<file path="src/design/scpd_pkg.sv">
// Package for the cumulative part digest block: types, constants, SHA-1 helpers.
// Used by every module of the block; depends on nothing else.
`default_nettype none
package scpd_pkg;

    localparam int unsigned CMD_DEPTH = 4;

    localparam logic [26:0] PART_SIZE_RESET = 27'd32768;   // 2097152 bytes
    localparam logic [26:0] PART_SIZE_MAX   = 27'd67108864;
    localparam logic [60:0] TOTAL_MAX       = {61{1'b1}};
    localparam logic [6:0]  LAST_ROUND      = 7'd79;
    localparam logic [2:0]  LAST_SLOT       = 3'd7;

    // How a queued word closes a part, if at all.
    localparam logic [1:0] KIND_NONE  = 2'd0;
    localparam logic [1:0] KIND_PART  = 2'd1;
    localparam logic [1:0] KIND_FINAL = 2'd2;
    localparam logic [1:0] KIND_EMPTY = 2'd3;

    localparam logic [31:0] IV_A = 32'h67452301;
    localparam logic [31:0] IV_B = 32'hEFCDAB89;
    localparam logic [31:0] IV_C = 32'h98BADCFE;
    localparam logic [31:0] IV_D = 32'h10325476;
    localparam logic [31:0] IV_E = 32'hC3D2E1F0;

    typedef struct packed {
        logic [63:0] data;
        logic [3:0]  nbytes;
        logic        last;
        logic [1:0]  kind;
        logic [31:0] part_number;
        logic [60:0] byte_end;
    } t_cmd;

    typedef struct packed {
        logic [31:0] hash_a;
        logic [31:0] hash_b;
        logic [31:0] hash_c;
        logic [31:0] hash_d;
        logic [31:0] hash_e;
        logic [31:0] part_number;
        logic [60:0] byte_end;
        logic        is_final;
        logic        status;
    } t_result;

    function automatic logic [31:0] round_k(input logic [6:0] rnd);
        logic [31:0] k;
        if (rnd < 7'd20)      k = 32'h5A827999;
        else if (rnd < 7'd40) k = 32'h6ED9EBA1;
        else if (rnd < 7'd60) k = 32'h8F1BBCDC;
        else                  k = 32'hCA62C1D6;
        return k;
    endfunction

    function automatic logic [31:0] round_f(input logic [6:0] rnd, input logic [31:0] b,
                                            input logic [31:0] c, input logic [31:0] d);
        logic [31:0] f;
        if (rnd < 7'd20)      f = (b & c) | (~b & d);
        else if (rnd < 7'd40) f = b ^ c ^ d;
        else if (rnd < 7'd60) f = (b & c) | (b & d) | (c & d);
        else                  f = b ^ c ^ d;
        return f;
    endfunction

endpackage
`default_nettype wire

</file>
<file path="src/design/scpd_front.sv">
// Front end: accepts file words, keeps byte and part counters and classifies each word.
// Depends on scpd_pkg.
`default_nettype none
module scpd_front (
    input  wire logic             i_clk,
    input  wire logic             i_rst_n,
    input  wire logic             i_push,
    output logic                  o_full,
    input  wire logic [63:0]      i_data_word,
    input  wire logic [3:0]       i_bytes_valid,
    input  wire logic             i_last_of_file,
    input  wire logic [26:0]      i_part_size,
    input  wire logic             i_cmd_full,
    output logic                  o_cmd_push,
    output scpd_pkg::t_cmd        o_cmd
);
    logic [60:0] r_total, n_total;
    logic [32:0] r_bip, n_bip;
    logic [31:0] r_pcount, n_pcount;
    logic        accept;
    logic [3:0]  nb;
    logic [61:0] sum;
    logic [60:0] tot_n;
    logic [32:0] bip_n;
    logic [26:0] blocks;
    logic [32:0] limit;
    logic [31:0] pc_inc;

    assign o_full     = i_cmd_full;
    assign accept     = i_push & ~i_cmd_full;
    assign o_cmd_push = accept;

    always_comb begin
        nb     = (!i_last_of_file || i_bytes_valid > 4'd8) ? 4'd8 : i_bytes_valid;
        sum    = {1'b0, r_total} + 62'(nb);
        tot_n  = sum[61] ? scpd_pkg::TOTAL_MAX : sum[60:0];
        bip_n  = r_bip + 33'(nb);
        if (i_part_size == 27'd0) begin
            blocks = 27'd1;
        end else if (i_part_size > scpd_pkg::PART_SIZE_MAX) begin
            blocks = scpd_pkg::PART_SIZE_MAX;
        end else begin
            blocks = i_part_size;
        end
        limit  = {blocks, 6'b0};
        pc_inc = (&r_pcount) ? r_pcount : r_pcount + 32'd1;

        o_cmd.data        = i_data_word;
        o_cmd.nbytes      = nb;
        o_cmd.last        = i_last_of_file;
        o_cmd.kind        = scpd_pkg::KIND_NONE;
        o_cmd.part_number = 32'd0;
        o_cmd.byte_end    = 61'd0;
        n_total  = tot_n;
        n_bip    = bip_n;
        n_pcount = r_pcount;
        if (i_last_of_file) begin
            n_total  = 61'd0;
            n_bip    = 33'd0;
            n_pcount = 32'd0;
            if (tot_n == 61'd0) begin
                o_cmd.kind = scpd_pkg::KIND_EMPTY;
            end else begin
                o_cmd.kind        = scpd_pkg::KIND_FINAL;
                o_cmd.part_number = pc_inc;
                o_cmd.byte_end    = tot_n;
            end
        end else if (bip_n >= limit) begin
            n_bip             = 33'd0;
            n_pcount          = pc_inc;
            o_cmd.kind        = scpd_pkg::KIND_PART;
            o_cmd.part_number = pc_inc;
            o_cmd.byte_end    = tot_n;
        end
    end

    always_ff @(posedge i_clk) begin
        if (!i_rst_n) begin
            r_total  <= 61'd0;
            r_bip    <= 33'd0;
            r_pcount <= 32'd0;
        end else if (accept) begin
            r_total  <= n_total;
            r_bip    <= n_bip;
            r_pcount <= n_pcount;
        end
    end
endmodule
`default_nettype wire

</file>
<file path="src/design/scpd_cmd_queue.sv">
// Short queue of classified words between the front end and the hash engine.
// Depends on scpd_pkg.
`default_nettype none
module scpd_cmd_queue #(
    parameter int unsigned DEPTH = scpd_pkg::CMD_DEPTH
) (
    input  wire logic             i_clk,
    input  wire logic             i_rst_n,
    input  wire logic             i_push,
    input  wire scpd_pkg::t_cmd   i_cmd,
    output logic                  o_full,
    input  wire logic             i_pop,
    output logic                  o_valid,
    output scpd_pkg::t_cmd        o_cmd
);
    localparam int unsigned PW = (DEPTH > 1) ? $clog2(DEPTH) : 1;
    localparam int unsigned CW = $clog2(DEPTH + 1);

    scpd_pkg::t_cmd r_mem [DEPTH];
    logic [PW-1:0]  r_head, r_tail;
    logic [CW-1:0]  r_count;
    logic           do_push, do_pop;

    assign o_full  = (r_count == CW'(DEPTH));
    assign o_valid = (r_count != '0);
    assign o_cmd   = r_mem[r_head];
    assign do_push = i_push & ~o_full;
    assign do_pop  = i_pop & o_valid;

    always_ff @(posedge i_clk) begin
        if (do_push) begin
            r_mem[r_tail] <= i_cmd;
        end
    end

    always_ff @(posedge i_clk) begin
        if (!i_rst_n) begin
            r_head  <= '0;
            r_tail  <= '0;
            r_count <= '0;
        end else begin
            if (do_push) begin
                r_tail <= (r_tail == PW'(DEPTH - 1)) ? '0 : r_tail + PW'(1);
            end
            if (do_pop) begin
                r_head <= (r_head == PW'(DEPTH - 1)) ? '0 : r_head + PW'(1);
            end
            if (do_push && !do_pop) begin
                r_count <= r_count + CW'(1);
            end else if (do_pop && !do_push) begin
                r_count <= r_count - CW'(1);
            end
        end
    end
endmodule
`default_nettype wire

</file>
<file path="src/design/scpd_back.sv">
// Back end: packs words into the block buffer, pads, runs SHA-1 one round per cycle
// and queues results in a two-entry output buffer. Depends on scpd_pkg.
`default_nettype none
module scpd_back (
    input  wire logic             i_clk,
    input  wire logic             i_rst_n,
    input  wire logic             i_cmd_valid,
    input  wire scpd_pkg::t_cmd   i_cmd,
    output logic                  o_cmd_pop,
    input  wire logic             i_pop,
    output logic                  o_empty,
    output scpd_pkg::t_result     o_result
);
    localparam logic [2:0] S_IDLE   = 3'd0;
    localparam logic [2:0] S_WRITE  = 3'd1;
    localparam logic [2:0] S_ROUND  = 3'd2;
    localparam logic [2:0] S_ADD    = 3'd3;
    localparam logic [2:0] S_FINISH = 3'd4;

    localparam logic [1:0] PH_DATA  = 2'd0;
    localparam logic [1:0] PH_PAD80 = 2'd1;
    localparam logic [1:0] PH_FILL  = 2'd2;
    localparam logic [1:0] PH_DONE  = 2'd3;

    logic [2:0]     r_state;
    logic [1:0]     r_phase;
    logic [2:0]     r_slot;
    logic [6:0]     r_round;
    scpd_pkg::t_cmd r_cmd;
    logic [31:0]    r_buf [16];
    logic [31:0]    r_h [5];
    logic [31:0]    r_a, r_b, r_c, r_d, r_e;

    scpd_pkg::t_result r_rq [2];
    logic              r_rhead;
    logic [1:0]        r_rcount;

    logic [63:0]       padded;
    logic [63:0]       slot_value;
    logic [1:0]        next_phase;
    logic [31:0]       temp;
    logic [31:0]       w_new;
    logic              room;
    logic              do_emit;
    scpd_pkg::t_result res;

    assign room    = (r_rcount != 2'd2);
    assign o_empty = (r_rcount == 2'd0);
    assign o_result = r_rq[r_rhead];
    assign o_cmd_pop = (r_state == S_IDLE) && i_cmd_valid;
    assign do_emit = (r_state == S_FINISH) && (r_cmd.kind != scpd_pkg::KIND_NONE) && room;

    always_comb begin
        for (int k = 0; k < 8; k++) begin
            if (4'(k) < r_cmd.nbytes) begin
                padded[63-8*k -: 8] = r_cmd.data[63-8*k -: 8];
            end else if (4'(k) == r_cmd.nbytes) begin
                padded[63-8*k -: 8] = 8'h80;
            end else begin
                padded[63-8*k -: 8] = 8'h00;
            end
        end

        unique case (r_phase)
            PH_DATA: begin
                slot_value = r_cmd.last ? padded : r_cmd.data;
                if (!r_cmd.last) begin
                    next_phase = PH_DONE;
                end else if (r_cmd.nbytes == 4'd8) begin
                    next_phase = PH_PAD80;
                end else begin
                    next_phase = PH_FILL;
                end
            end
            PH_PAD80: begin
                slot_value = {8'h80, 56'd0};
                next_phase = PH_FILL;
            end
            PH_FILL: begin
                // The length in bits goes into the last slot of the last block.
                slot_value = (r_slot == scpd_pkg::LAST_SLOT) ? {r_cmd.byte_end, 3'b000}
                                                           : 64'd0;
                next_phase = (r_slot == scpd_pkg::LAST_SLOT) ? PH_DONE : PH_FILL;
            end
            default: begin
                slot_value = 64'd0;
                next_phase = PH_DONE;
            end
        endcase

        temp = {r_a[26:0], r_a[31:27]} + scpd_pkg::round_f(r_round, r_b, r_c, r_d)
             + r_e + scpd_pkg::round_k(r_round) + r_buf[0];
        w_new = r_buf[13] ^ r_buf[8] ^ r_buf[2] ^ r_buf[0];
        w_new = {w_new[30:0], w_new[31]};

        res.hash_a      = r_h[0];
        res.hash_b      = r_h[1];
        res.hash_c      = r_h[2];
        res.hash_d      = r_h[3];
        res.hash_e      = r_h[4];
        res.part_number = r_cmd.part_number;
        res.byte_end    = r_cmd.byte_end;
        res.is_final    = (r_cmd.kind != scpd_pkg::KIND_PART);
        res.status      = 1'b0;
        if (r_cmd.kind == scpd_pkg::KIND_EMPTY) begin
            res        = '0;
            res.is_final = 1'b1;
            res.status = 1'b1;
        end
    end

    // Block buffer: slot writes while packing, a sliding schedule window while hashing.
    always_ff @(posedge i_clk) begin
        if (r_state == S_WRITE) begin
            r_buf[{r_slot, 1'b0}] <= slot_value[63:32];
            r_buf[{r_slot, 1'b1}] <= slot_value[31:0];
        end else if (r_state == S_ROUND) begin
            for (int i = 0; i < 15; i++) begin
                r_buf[i] <= r_buf[i+1];
            end
            r_buf[15] <= w_new;
        end
    end

    always_ff @(posedge i_clk) begin
        if (r_state == S_IDLE && i_cmd_valid) begin
            r_cmd <= i_cmd;
        end
        if (r_state == S_WRITE && r_slot == scpd_pkg::LAST_SLOT) begin
            r_a <= r_h[0];
            r_b <= r_h[1];
            r_c <= r_h[2];
            r_d <= r_h[3];
            r_e <= r_h[4];
        end else if (r_state == S_ROUND) begin
            r_a <= temp;
            r_b <= r_a;
            r_c <= {r_b[1:0], r_b[31:2]};
            r_d <= r_c;
            r_e <= r_d;
        end
        if (do_emit) begin
            r_rq[r_rhead ^ r_rcount[0]] <= res;
        end
    end

    always_ff @(posedge i_clk) begin
        if (!i_rst_n) begin
            r_state  <= S_IDLE;
            r_phase  <= PH_DONE;
            r_slot   <= 3'd0;
            r_round  <= 7'd0;
            r_h[0]   <= scpd_pkg::IV_A;
            r_h[1]   <= scpd_pkg::IV_B;
            r_h[2]   <= scpd_pkg::IV_C;
            r_h[3]   <= scpd_pkg::IV_D;
            r_h[4]   <= scpd_pkg::IV_E;
            r_rhead  <= 1'b0;
            r_rcount <= 2'd0;
        end else begin
            unique case (r_state)
                S_IDLE: begin
                    if (i_cmd_valid) begin
                        if (i_cmd.kind == scpd_pkg::KIND_EMPTY) begin
                            r_phase <= PH_DONE;
                            r_state <= S_FINISH;
                        end else begin
                            r_phase <= PH_DATA;
                            r_state <= S_WRITE;
                        end
                    end
                end
                S_WRITE: begin
                    r_slot  <= r_slot + 3'd1;
                    r_phase <= next_phase;
                    if (r_slot == scpd_pkg::LAST_SLOT) begin
                        r_round <= 7'd0;
                        r_state <= S_ROUND;
                    end else if (next_phase == PH_DONE) begin
                        r_state <= (r_cmd.kind == scpd_pkg::KIND_NONE) ? S_IDLE : S_FINISH;
                    end
                end
                S_ROUND: begin
                    r_round <= r_round + 7'd1;
                    if (r_round == scpd_pkg::LAST_ROUND) begin
                        r_state <= S_ADD;
                    end
                end
                S_ADD: begin
                    r_h[0] <= r_h[0] + r_a;
                    r_h[1] <= r_h[1] + r_b;
                    r_h[2] <= r_h[2] + r_c;
                    r_h[3] <= r_h[3] + r_d;
                    r_h[4] <= r_h[4] + r_e;
                    if (r_phase == PH_DONE) begin
                        r_state <= (r_cmd.kind == scpd_pkg::KIND_NONE) ? S_IDLE : S_FINISH;
                    end else begin
                        r_state <= S_WRITE;
                    end
                end
                S_FINISH: begin
                    if (r_cmd.kind == scpd_pkg::KIND_NONE) begin
                        r_state <= S_IDLE;
                    end else if (room) begin
                        r_state <= S_IDLE;
                        if (r_cmd.kind != scpd_pkg::KIND_PART) begin
                            // End of file: the hash starts over for the next file.
                            r_slot <= 3'd0;
                            r_h[0] <= scpd_pkg::IV_A;
                            r_h[1] <= scpd_pkg::IV_B;
                            r_h[2] <= scpd_pkg::IV_C;
                            r_h[3] <= scpd_pkg::IV_D;
                            r_h[4] <= scpd_pkg::IV_E;
                        end
                    end
                end
                default: r_state <= S_IDLE;
            endcase

            if (do_emit && !(i_pop && !o_empty)) begin
                r_rcount <= r_rcount + 2'd1;
            end else if (!do_emit && i_pop && !o_empty) begin
                r_rcount <= r_rcount - 2'd1;
            end
            if (i_pop && !o_empty) begin
                r_rhead <= ~r_rhead;
            end
        end
    end
endmodule
`default_nettype wire

</file>
<file path="src/design/sha1_cumulative_part_digest.sv">
// Top level of the cumulative part digest: configuration port, front end, queue, back end.
// Depends on scpd_pkg, scpd_front, scpd_cmd_queue and scpd_back.
//
// File bytes enter as 64-bit words through a queue-like port (i_push, o_full); one
// transaction is taken when i_push is high and o_full low. Every file feeds one
// SHA-1 hash. At each part boundary that is not the end of the file a transaction
// with the raw chaining state comes out; at the last word the message is padded and
// the final digest comes out, after which the hash starts over. Results wait in a
// two-entry buffer (o_empty, i_pop) and leave when i_pop is high and o_empty low.
// The front end classifies a word in the cycle it is taken and queues it. The back
// end takes a word only when idle, packs it into the block buffer and runs each full
// 64-byte block through 80 rounds of the single round unit and one add; a finish
// state then writes each result. A final word adds one or two padded blocks; words
// queued ahead of a word delay its result. When results are not popped the back
// end holds, the word queue fills and o_full rises. Reset clears all counters,
// sets the hash state to the SHA-1 initial values and the part size to 32768
// blocks. The user writes part_size_blocks through APB addresses 0 to 3 (paddr[2]
// low) only while the block is idle; the block itself does not enforce this.
`default_nettype none
module sha1_cumulative_part_digest #(
    parameter int unsigned CMD_DEPTH = scpd_pkg::CMD_DEPTH
) (
    input  wire logic        i_clk,
    input  wire logic        i_rst_n,
    input  wire logic        psel,
    input  wire logic        penable,
    input  wire logic        pwrite,
    input  wire logic [2:0]  paddr,
    input  wire logic [31:0] pwdata,
    output logic [31:0]      prdata,
    output logic             pready,
    input  wire logic        i_push,
    output logic             o_full,
    input  wire logic [63:0] i_data_word,
    input  wire logic [3:0]  i_bytes_valid,
    input  wire logic        i_last_of_file,
    output logic             o_empty,
    input  wire logic        i_pop,
    output logic [31:0]      o_hash_a,
    output logic [31:0]      o_hash_b,
    output logic [31:0]      o_hash_c,
    output logic [31:0]      o_hash_d,
    output logic [31:0]      o_hash_e,
    output logic [31:0]      o_part_number,
    output logic [60:0]      o_end_offset,
    output logic             o_is_final,
    output logic             o_status
);
    logic [26:0]       r_part_size;
    scpd_pkg::t_cmd    front_cmd, queue_cmd;
    logic              front_push, queue_full, queue_valid, back_pop;
    scpd_pkg::t_result result;

    assign pready = 1'b1;
    assign prdata = paddr[2] ? 32'd0 : {5'd0, r_part_size};

    always_ff @(posedge i_clk) begin
        if (!i_rst_n) begin
            r_part_size <= scpd_pkg::PART_SIZE_RESET;
        end else if (psel && penable && pwrite && !paddr[2]) begin
            r_part_size <= pwdata[26:0];
        end
    end

    scpd_front u_front (
        .i_clk          (i_clk),
        .i_rst_n        (i_rst_n),
        .i_push         (i_push),
        .o_full         (o_full),
        .i_data_word    (i_data_word),
        .i_bytes_valid  (i_bytes_valid),
        .i_last_of_file (i_last_of_file),
        .i_part_size    (r_part_size),
        .i_cmd_full     (queue_full),
        .o_cmd_push     (front_push),
        .o_cmd          (front_cmd)
    );

    scpd_cmd_queue #(.DEPTH(CMD_DEPTH)) u_queue (
        .i_clk   (i_clk),
        .i_rst_n (i_rst_n),
        .i_push  (front_push),
        .i_cmd   (front_cmd),
        .o_full  (queue_full),
        .i_pop   (back_pop),
        .o_valid (queue_valid),
        .o_cmd   (queue_cmd)
    );

    scpd_back u_back (
        .i_clk       (i_clk),
        .i_rst_n     (i_rst_n),
        .i_cmd_valid (queue_valid),
        .i_cmd       (queue_cmd),
        .o_cmd_pop   (back_pop),
        .i_pop       (i_pop),
        .o_empty     (o_empty),
        .o_result    (result)
    );

    assign o_hash_a      = result.hash_a;
    assign o_hash_b      = result.hash_b;
    assign o_hash_c      = result.hash_c;
    assign o_hash_d      = result.hash_d;
    assign o_hash_e      = result.hash_e;
    assign o_part_number = result.part_number;
    assign o_end_offset  = result.byte_end;
    assign o_is_final    = result.is_final;
    assign o_status      = result.status;
endmodule
`default_nettype wire

</file>
<file path="config.mk">
export PLATFORM = sky130hd
export DESIGN_NAME = sha1_cumulative_part_digest
export DESIGN_NICKNAME = d
export VERILOG_FILES = /design/src/design/scpd_pkg.sv /design/src/design/scpd_front.sv /design/src/design/scpd_cmd_queue.sv /design/src/design/scpd_back.sv /design/src/design/sha1_cumulative_part_digest.sv
export SDC_FILE = /design/constraint.sdc
export NUM_CORES = 2
export LEC_CHECK = 0
export BUFFER_PORTS_ARGS = -buffer_cell sky130_fd_sc_hd__clkbuf_2
export CORE_MARGIN = 1.5
export CORE_UTILIZATION = 65
export CTS_BUF_LIST = sky130_fd_sc_hd__clkbuf_8 sky130_fd_sc_hd__clkbuf_16
export CTS_CLUSTER_SIZE = 12
export DETAILED_ROUTE_END_ITERATION = 6
export HOLD_SLACK_MARGIN = 0.06
export PLACE_DENSITY = 0.82
export SKIP_LAST_GASP = 1
export SYNTH_ARGS = -nofsm -noshare
export SYNTH_HDL_FRONTEND = slang
export SYNTH_SLANG_ARGS = --single-unit
</file>
<file path="constraint.sdc">
create_clock -name i_clk -period 31 [get_ports i_clk]
set_clock_uncertainty 0.2 [all_clocks]
set_input_delay 4.65 -clock i_clk [delete_from_list [all_inputs] [get_ports i_clk]]
set_output_delay 4.65 -clock i_clk [all_outputs]
set_load 0.05 [all_outputs]
</file>
; Word level (Yosys, flattened, before mapping)
; Memories as Yosys holds them, arrays and structs flattened. A register that Yosys moved wholly into a read port is not among the register bits.
; Index checks and enable logic that the tools add are counted.
[totals]
ff_bits = 502
latch_bits = 0
ram_bits = 1838
wordCells = 288
in_bits = 111
romBits = 0
mem_count = 4
[op_classes]
eq_ne = 33
shift = 0
div = 0
bitwise_logic = 29
n_lt_le_gt_ge = 14
n_reduce_logical = 45
mul = 0
addsub = 20
n_mux = 119
[mem_list]
columns = memory, depth, word_bits, read_ports, rd_ports_with_merged_regs, wr, line_no
row1 = u_queue.r_mem, 4, 164, 1, 1, 1, scpd_cmd_queue.sv:19  ; scpd_pkg::t_cmd r_mem [DEPTH];
row2 = u_back.r_buf, 16, 32, 16, 0, 16, scpd_back.sv:30  ; logic [31:0] r_buf [16];
row3 = u_back.r_rq, 2, 255, 1, 1, 1, scpd_back.sv:34  ; scpd_pkg::t_result r_rq [2];
row4 = u_back.r_h, 5, 32, 5, 0, 5, scpd_back.sv:31  ; logic [31:0] r_h [5];
[op_table]
columns = op, count
row1 = $mux 32, 30
row2 = $add 32x32->32, 9
row3 = $mux 255, 1
row4 = $pmux 64 s3, 1
row5 = $xor 32x32->32, 5
row6 = $and 32x32->32, 4
row7 = $mux 64, 2
row8 = $mux 8, 16
row9 = $mux 61, 2
row10 = $or 32x32->32, 3
row11 = $mux 95, 1
row12 = $mux 94, 1
row13 = $mux 93, 1
row14 = $mux 27, 3
row15 = $mux 33, 2
row16 = $reduce_or 32->1, 2
row17 = $add 61x4->62, 1
row18 = $logic_not 61->1, 1
row19 = $mux 3, 14
row20 = $add 33x4->33, 1
row21 = $ge 33x33->1, 1
row22 = $add 32x1->32 const B, 1
row23 = $not 32->32, 1
row24 = $reduce_and 32->1, 1
row25 = 51 further kinds, 156

; Depth between registers and ports, before layout
[logic_depth]
word_depth = 12
mapped_depth = 28
depth_no_buf = 25

; Modules after synthesis
; Synthesis repeated with hierarchy kept, for this count alone.
[unflattened]
hier_cells = 7974
hier_area_um2 = 109110.9
[by_module_without_submodules]
columns = module, seq_area_each_um2, n_inst, area_per_inst_um2, cells_per_inst
row1 = scpd_back, 45603.7, 1, 72537.1, 5361
row2 = scpd_cmd_queue, 19879.1, 1, 24110.6, 907
row3 = scpd_front, 2522.4, 1, 11113.2, 1551
row4 = sha1_cumulative_part_digest, 540.5, 1, 1350.0, 155

; Worst setup path after synthesis
; Ideal clock, no wire load.
[synth_timing]
kind = register to register
startpoint = register u_back.r_cmd[94] in the netlist's numbering
endpoint = memory u_back.r_rq[1][0] in the netlist's numbering, enable pin
stages_incl_launch_ff = 6
path_buffers = 2
required_time_ns = 29.564
arrival_time_ns = 19.502
setup_slack_ns = 10.062
path_cell_list = edfxtp_1 > clkbuf_1 > o21ai_0 > or3_1 > clkbuf_1 > nor3b_1
[synth_between]
elab_chain_len = 5
[synth_lines]
columns = element, line_no
row1 = "start, declared", scpd_back.sv:29  ; scpd_pkg::t_cmd r_cmd;
row2 = "start signal, assigned", scpd_back.sv:127  ; r_cmd <= i_cmd;
row3 = $reduce_bool 2->1, scpd_back.sv:51  ; assign do_emit = (r_state == S_FINISH) && (r_cmd.kind != scpd_pkg::KIND_NONE) && room;
row4 = $logic_and 1x1->1 (2 in series), scpd_back.sv:51
row5 = $mux 1, scpd_back.sv:142  ; if (do_emit) begin
row6 = $mux 1 (implied by the code), scpd_back.sv:143  ; r_rq[r_rhead ^ r_rcount[0]] <= res;
row7 = "end, declared", scpd_back.sv:34
; No other way between the ends.

==> impl_metrics.csv <==
group,metric,value,unit
placed_design,gp_congestion,0.964,
synthesis,synthTopCellsByCount,"edfxtp_1, nand2_1, a21o_1, nor2_1, clkbuf_1",
finish,multi_input_area,0.0369,sq mm
pwr,ir_worst_vdd,0.0740,mV
grt,grt_pass1_wl,408000,um
floorplanning,initial_core_util,65.3,%
worst_setup_path,cp_top_family,"simple AND/OR/NAND/NOR gates",
clock_tree,holdBufCountCts,0,
worst_setup_path,slowest_stage,"buf_4",
job,max-cap-violations,0,
route,ant_nets,0,
grt,grt-ovfl-total,0,
synthesis,synthFlopType,"edfxtp_1",
worst_setup_path,worst_setup_path_end_kind,"register",
worst_setup_path,startpoint_type,"primary input",
worst_setup_path,worstPathMaxFanout,76,
pwr,seq_power_share,50.0,%
synthesis,synth.avg_cell_area,13.7,sq um
timing,hold-worst-slack,0.265,ns
worst_setup_path,slowest_delay,0.83,ns
route,drc_errors,1,
finish,final_area,0.118,sq mm
synthesis,netlist_top_cells_area,"edfxtp_1, a21o_1, mux4_2",
route,route.final.wire_length,275000,um
grt,grt_max_degree,181,
route,num_vias,67400,
placed_design,hpwl,183000,um
placed_design,place_area,0.112,sq mm
worst_setup_path,timing_worst_setup_path_type,"in -> reg",
finish,fin_cells,10500,
floorplanning,core,0.165,sq mm
route,drt_first_pass_iters,7,
clock_tree,path_clk_slew,0.06,ns
clock_tree,cts_buffers,229,
floorplanning,die_area,0.168,sq mm
synthesis,synth_cells,7827,
synthesis,netlist.area_leader.share,60.2,%
synthesis,synth-seq-area-share,63.6,%
clock_tree,clockRootBuffer,"clkbuf_16",
timing,rsz0062_at_grt,"no",
timing,timing.final.crit_share,36.8,%
worst_setup_path,worst_r2r_endpoint,"u_back.r_a[30]",
worst_setup_path,crit_top_cell,"a21oi_1",
pwr,p_sw_share,28.9,%
finish,area_growth,10.1,%
route,vias_per_cell,6.42,
worst_setup_path,cp.buffers_inverters,4,
timing,final_max_slew_viol_count,0,
worst_setup_path,cp.arrival,11.73,ns
timing,maxSlewHeadroom,19.9,%
outcome,failed_checks,"DRC",
pwr,p_leak,46.1,nW
outcome,outcome,"finished with violations",
worst_setup_path,cp.depth,23,
grt,grt_pass1_vias,65700,
timing,finalHoldViolations,0,
floorplanning,pin_count,401,
finish,nets,8648,
route,routedWlPerCell,26.2,um
worst_setup_path,crit_chain,"clkbuf_2, inv_1, nor2_1, and2_1, ha_1, inv_1, fa_1, nor2b_1, o21ai_0, nand2b_1, nand2b_1, nor3_1, nand3_1, xnor2_1, ha_1, a21o_1, a21o_1, a21oi_1, o21ai_0, a21oi_1, and3_2, buf_4, a21oi_1",
worst_setup_path,r2r_start,"u_back.r_round[4]",
floorplanning,die_x,410,um
min_path,worstHoldPathCells,2,
route,drt_iter0_markers,7941,
clock_tree,post_cts_resize_count,0,
min_path,whs_endpoint,"u_front.r_bip[16]",
worst_setup_path,crit_required,31.33,ns
synthesis,synth_area_leader_cell,"edfxtp_1",
placed_design,dp_slack,18.81,ns
finish,area.sequential,0.0684,sq mm
clock_tree,cts.path.max_buffers,3,
timing,final.min_clock_period,11.40,ns
timing,finalSetupTns,0,ns
timing,setup_viol,0,
synthesis,ys_types,93,
timing,setup_slack,19.60,ns
synthesis,synth.most_common_cell,"edfxtp_1",
pwr,p_comb_share,18.6,%
pwr,power_frac_clock,31.4,%
synthesis,synth-edff-count,2157,
worst_setup_path,crit_start,"i_last_of_file",
min_path,hp-start,"u_front.r_bip[16]",
worst_setup_path,ff2ff_setup_slack,22.53,ns
floorplanning,die_h,410,um
pwr,intPower,0.00584,W
clock_tree,cts_setup_buffers,0,
clock_tree,cts_tree,"done",
pwr,switchingPower,0.00238,W
finish,drive_gt1_share,15.4,%
clock_tree,clock_sinks,2338,
synthesis,yosys_warnings,0,
timing,fmax,87.7,MHz
worst_setup_path,rr_worst_depth,24,
min_path,hp-class,"reg -> reg",
synthesis,synthesis.area,0.108,sq mm
synthesis,synth_seq_cells,2338,
floorplanning,rows,149,
grt,antenna_found_initial,20,
placed_design,io_buffer_count,387,
timing,worst_pin_slew,1.20,ns
synthesis,ys_async_sr_fraction,0,%
finish,fillerInstances,10400,
placed_design,place_inst,10100,
grt,grt_usage,32.5,%
clock_tree,htreeDepth,4,
pwr,p_per_area,69.3,mW/mm^2
clock_tree,clock_latency,0.87,ns
## flip-flops by register name, indices dropped and copies added (netlist names), 7 cells and up, named ones only
name	count
r_part_size	27
u_back.r_a	32
u_back.r_b	32
u_back.r_buf	512
u_back.r_c	32
u_back.r_cmd	163
u_back.r_d	32
u_back.r_e	32
u_back.r_h	160
u_back.r_round	7
u_back.r_rq	510
u_front.r_bip	33
u_front.r_pcount	32
u_front.r_total	61
u_queue.r_mem	652
## through the flow
| step | util, % | power [W] |
|---|---|---|
| floorplan | - | 0.00525 |
| finish | 72.0 | 0.00821 |
| global route | 72.0 | 0.00845 |
| CTS | 71.9 | 0.00824 |
| global placement | 67.8 | 0.00561 |
| detailed placement | 67.8 | 0.00568 |
## worst max path at each step
stage	endpoint	slack [ns]
after detailed placement	u_queue.r_mem[0][42]	18.81
after global placement	u_queue.r_mem[0][35]	18.90
after floorplan	u_back.r_rq[1][0]	10.06
after CTS	u_queue.r_mem[3][42]	19.70
final	u_queue.r_mem[2][42]	19.60
after global routing	u_queue.r_mem[3][42]	19.21
## cells in the final DEF (no fill, tap or decap), drive strengths merged, types with 23 or more instances in the layout
cell,instances
mux4,163
o21ai,242
nor4,24
nor2b,114
buf,78
mux2i,27
nor3,68
a31oi,43
or3,31
edfxtp,2157
a22oi,45
a21o,587
clkinv,34
a211oi,35
nand2,747
dfxtp,181
o21a,42
inv,347
a21boi,65
fa,127
and3,61
nand2b,52
xor2,139
clkbuf,631
a21oi,304
nand4,50
and2,299
nor2,401
nand3,138
o211ai,23
mux2,255
xnor2,230
ha,269
## layout make-up
type / count / area share (%)
tap: 2189 / 2.31
timing repair buffer: 464 / 2.15
clock buffer: 245 / 5.04
antenna: 8 / 0.0169
sequential: 2338 / 57.7
inverter: 249 / 0.793
clock inverter: 143 / 0.755
multi-input combinational: 4859 / 31.2
## kinds of logic after synthesis
logic type	synth area share [%]
AND/OR/NAND/NOR	9.36
buffers and inverters	2.28
AO/OA/AOI/OAI	9.94
multiplexers	6.33
other	0.00698
flip-flops	63.6
adder cells (fa/ha/maj)	5.49
XOR/XNOR	3.00
## metal layers
metal | wire (um) | vias to the layer above | global-route usage (%)
met1 | 106000 | 33700 | 44.3
met4 | 13500 | 8 | 14.9
met3 | 23600 | 637 | 4.97
met5 | 46 | - | 0
li1 | - | 29600 | -
met2 | 132000 | 3464 | 52.3
## power groups by stage
stage	clock (W)	sequential, W	combinational (W)
after floorplan	0	0.00414	0.00111
after global placement	0	0.00414	0.00147
after detailed placement	0	0.00416	0.00152
after CTS	0.00260	0.00410	0.00153
after global routing	0.00271	0.00413	0.00162
final	0.00258	0.00411	0.00153
## worst min-delay path: stages (launching register included)
cell and delay, ns:
dfxtp_1 0.31, nand2_1 0.05, a21boi_0 0.06
(Power assumes the default switching activity.)
